<file path="config.mk">
export PLATFORM = sky130hd
export DESIGN_NAME = fsoc_partition
export DESIGN_NICKNAME = d
export VERILOG_FILES = /design/src/rtl/assert_macros.svh /design/src/rtl/fsoc_pkg.sv /design/src/rtl/fsoc_divider.sv /design/src/rtl/fsoc_partition.sv
export SDC_FILE = /design/constraint.sdc
export NUM_CORES = 1
export LEC_CHECK = 0
export CORE_ASPECT_RATIO = 0.9
export CORE_MARGIN = 3
export CORE_UTILIZATION = 49
export DETAILED_ROUTE_END_ITERATION = 10
export DONT_BUFFER_PORTS = 1
export GPL_ROUTABILITY_DRIVEN = 0
export PLACE_DENSITY = 0.71
export SETUP_SLACK_MARGIN = 0.2
export SLEW_MARGIN = 15
export SYNTH_ARGS = -nofsm -noshare
export SYNTH_HDL_FRONTEND = slang
export SYNTH_SLANG_ARGS = --single-unit
</file>
<file path="constraint.sdc">
create_clock -name clk_i -period 4.7 [get_ports clk_i]
set_input_delay 0.94 -clock clk_i [delete_from_list [all_inputs] [get_ports clk_i]]
set_output_delay 0.94 -clock clk_i [all_outputs]
set_load 0.01 [all_outputs]
</file>
<file path="src/rtl/assert_macros.svh">
// Assertion helpers shared by the RTL.
`ifndef ASSERT_MACROS_SVH
`define ASSERT_MACROS_SVH
`ifndef NO_ASSERTIONS
`define ASSERT_IMPL(label, clk, rst_n, prop, msg) \
  label: assert property (@(posedge clk) disable iff (!rst_n) (prop)) else $error(msg);
`define ASSERT_NEVER(label, clk, rst_n, prop, msg) \
  label: assert property (@(posedge clk) disable iff (!rst_n) !(prop)) else $error(msg);
`else
`define ASSERT_IMPL(label, clk, rst_n, prop, msg)
`define ASSERT_NEVER(label, clk, rst_n, prop, msg)
`endif
`endif

</file>
<file path="src/rtl/fsoc_pkg.sv">
`timescale 1ns / 1ps
package fsoc_pkg;
  localparam int unsigned OffW = 40;
  localparam int unsigned LenW = 16;
  localparam int unsigned CfgW = 40;
  localparam int unsigned CfgIdxW = 3;
  localparam int unsigned SumW = 64;

  typedef enum logic [CfgIdxW-1:0] {
    REG_TRANSFER_LENGTH = 3'd0,
    REG_SYMBOL_SIZE     = 3'd1,
    REG_ALIGNMENT       = 3'd2,
    REG_SRC_BLOCKS      = 3'd3,
    REG_SUB_BLOCKS      = 3'd4
  } cfg_reg_e;

  typedef struct packed {
    logic [OffW-1:0] byte_offset;
    logic [LenW-1:0] segment_length;
    logic            past_end;
    logic            bad_block;
    logic            last_segment;
  } seg_t;

  typedef struct packed {
    logic [7:0]  block_number;
    logic [15:0] symbol_index;
  } req_t;

  // derived partition
  typedef struct packed {
    logic [OffW-1:0] f;
    logic [LenW-1:0] t;
    logic [3:0]      al;
    logic [8:0]      z;
    logic [6:0]      n;
    logic            ok;
    logic [LenW-1:0] kl;
    logic [LenW-1:0] ks;
    logic [8:0]      zl;
    logic [LenW-1:0] tl;
    logic [LenW-1:0] ts;
    logic [6:0]      nl;
  } part_t;
endpackage

</file>
<file path="src/rtl/fsoc_divider.sv">
`timescale 1ns / 1ps
// Restoring divider, one quotient bit per cycle.
module fsoc_divider #(
  parameter int unsigned W = 41
) (
  input  logic         clk_i,
  input  logic         rst_ni,
  input  logic         start_i,
  input  logic [W-1:0] num_i,
  input  logic [W-1:0] den_i,
  output logic         done_o,
  output logic [W-1:0] quo_o,
  output logic [W-1:0] rem_o
);
  localparam int unsigned CntW = $clog2(W + 1);
  logic [W-1:0] quo_q, quo_d, rem_q, rem_d, den_q, den_d;
  logic [CntW-1:0] cnt_q, cnt_d;
  logic busy_q, busy_d, done_q, done_d;
  logic [W:0] trial;

  always_comb begin
    quo_d = quo_q; rem_d = rem_q; den_d = den_q; cnt_d = cnt_q;
    busy_d = busy_q; done_d = 1'b0;
    trial = {rem_q, quo_q[W-1]} - {1'b0, den_q};
    if (start_i) begin
      quo_d = num_i; rem_d = '0; den_d = den_i; cnt_d = CntW'(W); busy_d = 1'b1;
    end else if (busy_q) begin
      if (!trial[W]) begin
        rem_d = trial[W-1:0];
        quo_d = {quo_q[W-2:0], 1'b1};
      end else begin
        rem_d = {rem_q[W-2:0], quo_q[W-1]};
        quo_d = {quo_q[W-2:0], 1'b0};
      end
      cnt_d = cnt_q - 1'b1;
      if (cnt_q == CntW'(1)) begin
        busy_d = 1'b0; done_d = 1'b1;
      end
    end
  end

  always_ff @(posedge clk_i or negedge rst_ni) begin
    if (!rst_ni) begin
      busy_q <= 1'b0; done_q <= 1'b0; cnt_q <= '0;
    end else begin
      busy_q <= busy_d; done_q <= done_d; cnt_q <= cnt_d;
    end
  end
  always_ff @(posedge clk_i) begin
    quo_q <= quo_d; rem_q <= rem_d; den_q <= den_d;
  end
  assign done_o = done_q;
  assign quo_o = quo_q;
  assign rem_o = rem_q;
endmodule

</file>
<file path="src/rtl/fsoc_partition.sv">
`timescale 1ns / 1ps
// Derives the partition after every register write with a shared divider.
module fsoc_partition
  import fsoc_pkg::*;
#(
  parameter int unsigned MAX_SUB_BLOCKS    = 64,
  parameter int unsigned MAX_BLOCK_SYMBOLS = 56403,
  parameter int unsigned MAX_BLOCKS        = 256
) (
  input  logic               clk_i,
  input  logic               rst_ni,
  input  logic               cfg_we_i,
  input  logic [CfgIdxW-1:0] cfg_idx_i,
  input  logic [CfgW-1:0]    cfg_wdata_i,
  output logic               busy_o,
  output part_t              part_o
);
  localparam int unsigned DW = 41;
  typedef enum logic [4:0] {
    S_IDLE = 5'b00001, S_KT = 5'b00010, S_ZB = 5'b00100,
    S_NB = 5'b01000, S_DONE = 5'b10000
  } st_e;

  st_e st_q, st_d;
  logic [CfgW-1:0] f_q;
  logic [15:0] t_raw_q;
  logic [3:0] al_raw_q;
  logic [8:0] z_raw_q;
  logic [6:0] n_raw_q;
  logic pend_q;
  part_t part_q, part_d;
  logic [3:0] al;
  logic [15:0] t;
  logic [8:0] z;
  logic [6:0] n;
  logic start;
  logic [DW-1:0] num, den, quo, rem;
  logic done;

  always_comb begin
    if (al_raw_q >= 4'd8) al = 4'd8;
    else if (al_raw_q >= 4'd4) al = 4'd4;
    else if (al_raw_q >= 4'd2) al = 4'd2;
    else al = 4'd1;
    if (t_raw_q < {12'd0, al}) t = {12'd0, al};
    else t = t_raw_q & ~(16'({12'd0, al}) - 16'd1);
    if (z_raw_q == '0) z = 9'd1;
    else if (z_raw_q > 9'(MAX_BLOCKS)) z = 9'(MAX_BLOCKS);
    else z = z_raw_q;
    if (n_raw_q == '0) n = 7'd1;
    else if (n_raw_q > 7'(MAX_SUB_BLOCKS)) n = 7'(MAX_SUB_BLOCKS);
    else n = n_raw_q;
  end

  always_comb begin
    st_d = st_q; part_d = part_q; start = 1'b0;
    num = '0; den = 41'd1;
    case (st_q)
      S_IDLE: if (pend_q) begin
        st_d = S_KT; start = 1'b1;
        num = {1'b0, f_q} + 41'(t) - 41'd1; den = 41'(t);
        part_d.f = f_q; part_d.t = t; part_d.al = al; part_d.z = z; part_d.n = n;
      end
      S_KT: begin
        num = quo; den = 41'(part_q.z);
        if (done) begin start = 1'b1; st_d = S_ZB; end
      end
      S_ZB: begin
        num = 41'(part_q.t >> (part_q.al[3] ? 3 : part_q.al[2] ? 2 : part_q.al[1] ? 1 : 0));
        den = 41'(part_q.n);
        if (done) begin
          start = 1'b1; st_d = S_NB;
          part_d.ok = (rem != '0 ? quo + 41'd1 : quo) <= 41'(MAX_BLOCK_SYMBOLS);
          part_d.ks = quo[15:0];
          part_d.kl = rem != '0 ? quo[15:0] + 16'd1 : 16'd0;
          part_d.zl = rem[8:0];
        end
      end
      S_NB: if (done) begin
        st_d = S_DONE;
        part_d.ts = quo[15:0];
        part_d.tl = rem != '0 ? quo[15:0] + 16'd1 : 16'd0;
        part_d.nl = rem[6:0];
      end
      S_DONE: st_d = S_IDLE;
      default: st_d = S_IDLE;
    endcase
  end

  fsoc_divider #(.W(DW)) u_div (
    .clk_i, .rst_ni, .start_i(start), .num_i(num), .den_i(den),
    .done_o(done), .quo_o(quo), .rem_o(rem)
  );

  always_ff @(posedge clk_i or negedge rst_ni) begin
    if (!rst_ni) begin
      st_q <= S_IDLE; pend_q <= 1'b1;
      f_q <= 40'd1; t_raw_q <= 16'd1; al_raw_q <= 4'd1; z_raw_q <= 9'd1; n_raw_q <= 7'd1;
      part_q <= '0;
    end else begin
      st_q <= st_d; part_q <= part_d;
      if (st_q == S_IDLE && pend_q) pend_q <= 1'b0;
      if (cfg_we_i) begin
        case (cfg_reg_e'(cfg_idx_i))
          REG_TRANSFER_LENGTH: begin f_q <= cfg_wdata_i; pend_q <= 1'b1; end
          REG_SYMBOL_SIZE: begin t_raw_q <= cfg_wdata_i[15:0]; pend_q <= 1'b1; end
          REG_ALIGNMENT: begin al_raw_q <= cfg_wdata_i[3:0]; pend_q <= 1'b1; end
          REG_SRC_BLOCKS: begin z_raw_q <= cfg_wdata_i[8:0]; pend_q <= 1'b1; end
          REG_SUB_BLOCKS: begin n_raw_q <= cfg_wdata_i[6:0]; pend_q <= 1'b1; end
          default: ;
        endcase
      end
    end
  end

  assign busy_o = pend_q || st_q != S_IDLE || cfg_we_i;
  assign part_o = part_q;
endmodule

</file>
==> impl_metrics.py <==
metrics = {
    "sta": {
        "slew_viol_final": 0,
        "rsz0062_at_grt": "true",
        "final.setup.tns_ns": 0,
        "fmax_ghz": 0.218,
        "fin_skew_ns": 0.0155,
        "tightest_slew_ns": 1.17,
        "period_needed_ns": 4.58,
        "setup_viol": 0,
        "hold_viol": 0,
        "fin_crit_sh_pct": 97.5,
        "relSlewSlack_pct": 21.6,
    },
    "setup_path": {
        "cp_top_family": "compound AO/OA/AOI/OAI gates",
        "cp-end-kind": "flip-flop",
        "reg2reg_slack_ns": 0.12,
        "path_cells": "nor2_2 > nand2_1 > ha_1 > o21ai_1 > nand2b_1 > a31oi_4 > mux2_4 > nand2_4 > ha_4 > inv_2 > ha_4 > fa_2 > a211oi_2 > nor2_2 > o21ai_2 > a41oi_2 > a41oi_2 > o41a_1 > buf_4 > nor3b_2 > nor2_1 > xor2_1 > o21ai_1",
        "critPathKind": "flip-flop to flip-flop",
        "startpoint_type": "flip-flop",
        "cpPeakStageDelay_ns": 0.45,
        "cpMaxStageDelayCell": "dfrtp_2",
        "path_max_fanout": 5,
        "crit_buf_inv": 2,
        "worstPathArrival_ns": 4.83,
        "cp.required_ns": 4.95,
    },
    "logic_synthesis": {
        "synth_seq_cells": 344,
        "netlist_instances": 2030,
        "synth_cell_types": 75,
        "async_flop_share_pct": 71.5,
        "ys_top_cells_by_area": "dfrtp_1, edfxtp_1, nand2_1",
        "synthesis.area_mm2": 0.0186,
        "synth_ff_type": "dfrtp_1",
        "synth_top_area_share_pct": 32.3,
        "syn_avg_cell_area_um2": 9.16,
        "synth_nets": 2156,
        "yosysSeqAreaShare_pct": 46.8,
        "synth_top_area_cell": "dfrtp_1",
        "yosysWarnings": 0,
        "synth_edf_count": 57,
    },
    "cts": {
        "tritoncts": "built",
        "clkSlewWorstSetupHoldPaths_ns": 0.06,
        "hold_buffers": 0,
        "numCtsBuffers": 38,
        "clkLatencyLatePin_ns": 0.54,
        "htreeDepth": 2,
        "clockBufferDepth": 3,
        "clock_sinks": 344,
        "cts-root-buf": "clkbuf_16",
    },
    "global_route": {
        "grt-ovfl-total": 0,
        "use_met1_pct": 34.0,
        "met2_usage_pct": 36.0,
        "grt-busiest-layer": "met2",
        "grtUsageTotal_pct": 24.0,
        "antenna_found_initial": 3,
        "grt_pass1_wl_um": 78100,
        "grtUsageMet3_pct": 6.20,
        "grt_pass1_vias": 14300,
        "grt_max_degree": 247,
    },
    "min_path": {
        "hp-class": "input port to async pin",
    },
    "die": {
        "row_count": 67,
        "fp.dieArea_mm2": 0.0403,
        "start_util_pct": 49.9,
        "die_w_um": 211,
        "core_area_mm2": 0.0373,
        "fp.dieH_um": 191,
        "io_pins": 204,
    },
    "pwr": {
        "power_density_mw_per_mm2": 693,
        "leakage_nw": 9.42,
        "peakVddDrop_v": 0.000308,
        "p_total_mw": 14.4,
    },
    "place": {
        "numPortBuffers": 0,
        "place_inst": 2455,
        "hpwl_um": 35300,
        "place_area_mm2": 0.0192,
    },
    "detailed_routing": {
        "vias": 14900,
        "drt_iter0_drc": 1418,
        "wl_per_cell_um": 19.6,
        "first_pass_iters": 5,
        "ant_nets": 0,
        "routed_wl_um": 49800,
        "viasPerCell": 5.85,
        "drc": 0,
    },
    "final_layout": {
        "design_area_mm2": 0.0208,
        "syn_to_final_growth_pct": 11.9,
        "antenna_cells": 0,
        "final_core_util_pct": 55.8,
        "stdcell_count": 2540,
        "fin_nets": 2154,
        "nFillCells": 3258,
        "drive_above_1_share_pct": 12.4,
    },
    "job": {
        "cap_violations": 0,
    },
    "run_status": {
        "status": "complete, no violations",
    },
}
-- area by class of cell --
class	instances	area [um2]	area share (%)
clock buffer	56	1120	5.39
clock inverter	13	158	0.757
inverter	124	468	2.25
multi-input combinational	1465	9350	44.9
sequential	344	8700	41.8
tap	483	604	2.90
timing repair buffer	55	413	1.98
-- worst paths after layout --
check	from	endpoint	cells past startpoint
max in group asynchronous	rst_ni	al_raw_q[3]	0
worst min register to register	u_div.rem_o[33]	u_div.rem_o[33]	2
worst max register to register	al_raw_q[2]	u_div.quo_o[35]	23
worst min-delay path	rst_ni	part_o[67]	0
worst max-delay path	al_raw_q[2]	u_div.quo_o[35]	23
min in group clk_i	cfg_wdata_i[0]	f_q[0]	2
-- cell usage in the layout, fill, tap and decap left out, types with 13 or more instances in the layout --
| master | Yosys | final |
|---|---|---|
| nor3_1 | 26 | 24 |
| nor2b_1 | 15 | 15 |
| nand2_1 | 381 | 376 |
| o21ai_0 | 220 | 210 |
| o21a_1 | 13 | 13 |
| or3_1 | 13 | 13 |
| clkbuf_16 | 0 | 40 |
| nor2_1 | 122 | 119 |
| xnor2_1 | 55 | 55 |
| a21oi_1 | 90 | 83 |
| mux2_2 | 63 | 62 |
| ha_1 | 78 | 71 |
| dfxtp_1 | 41 | 41 |
| mux2i_1 | 22 | 21 |
| nand3_1 | 39 | 39 |
| edfxtp_1 | 57 | 57 |
| a211oi_1 | 33 | 29 |
| nand3b_1 | 19 | 19 |
| dfrtp_1 | 240 | 237 |
| buf_4 | 0 | 55 |
| inv_1 | 123 | 120 |
| nand2b_1 | 13 | 13 |
| nor4_1 | 15 | 15 |
| a21o_1 | 37 | 37 |
| nand4_1 | 19 | 19 |
| xor2_1 | 39 | 39 |
-- layer usage --
layer,vias up,routed length (um)
met2,531,21700
met4,6,1480
met3,103,4250
li1,7062,-
met1,7156,22400
met5,-,38
-- kinds of logic (layout without fill, tap and decap cells) --
family,after synthesis,count (layout),share of synthesized area (%)
simple gates,717,717,17.6
compound gates,482,482,15.5
flops,344,344,46.8
buf+inv,221,248,4.51
xor+xnor,94,94,4.43
mux,92,92,5.69
fa+ha+maj,80,80,5.46
-- where the power goes --
group          internal (mW)  switching (mW)
combinational           2.56            3.46
sequential              4.07            1.30
clock                   1.83            1.20
total                   8.46            5.96
-- Yosys cell counts, drive strengths merged, types with 5 or more instances --
master,instances
o22ai,6
nand3b,19
dfstp,6
mux2,66
a31oi,8
nor2b,15
or3,13
dfrtp,240
o21a,13
and3,11
xor2,39
nand2b,13
mux2i,22
a21oi,90
edfxtp,57
o21bai,7
buf,17
inv,124
o211ai,6
a21o,37
dfxtp,41
ha,78
xnor2,55
o31ai,11
nor4,17
nor3,28
o21ai,225
nand2,381
nor2,123
and2,9
nor3b,5
clkbuf,80
nand4,20
nand3,39
a22oi,9
a211oi,34
or4,7
-- worst register-to-register path: cells and delay by family, from the launching register on --
family,cells,cell delay [ns]
DFF,1,0.45
AOI/OAI and AO/OA,8,1.50
adders and majority gates,4,0.91
muxes,1,0.34
buffers and inverters,2,0.21
and+or+nand+nor,7,0.67
xor gates and xnor gates,1,0.20
-- registers in the layout (all words and copies together), names as in the netlist --
name / cells
n_raw_q: 7
u_div.quo_o: 41
u_div.busy_q: 1
pend_q: 1
st_q: 5
al_raw_q: 3
t_raw_q: 16
u_div.rem_o: 41
u_div.done_o: 1
f_q: 40
z_raw_q: 9
u_div.cnt_q: 6
part_o: 157
u_div.den_q: 16
-- through the flow --
| stage | hold slack, ns | setup WS [ns] |
|---|---|---|
| 3_3_place_gp | 0.498 | -0.0440 |
| 2_1_floorplan | 0.454 | 0.208 |
| 5_1_grt | 0.0918 | -0.0480 |
| 4_1_cts | 0.0990 | 0.146 |
| 6_report | 0.122 | 0.119 |
| 3_5_place_dp | 0.503 | -0.174 |
-- timing repair --
action / CTS / global route
gates cloned: 0 / 0
pin swaps: 23 / 16
buffers inserted: 9 / 7
resized for setup: 33 / 24
setup endpoints to repair: 20 / 21
No activity file was read; power rests on OpenSTA's default activity.
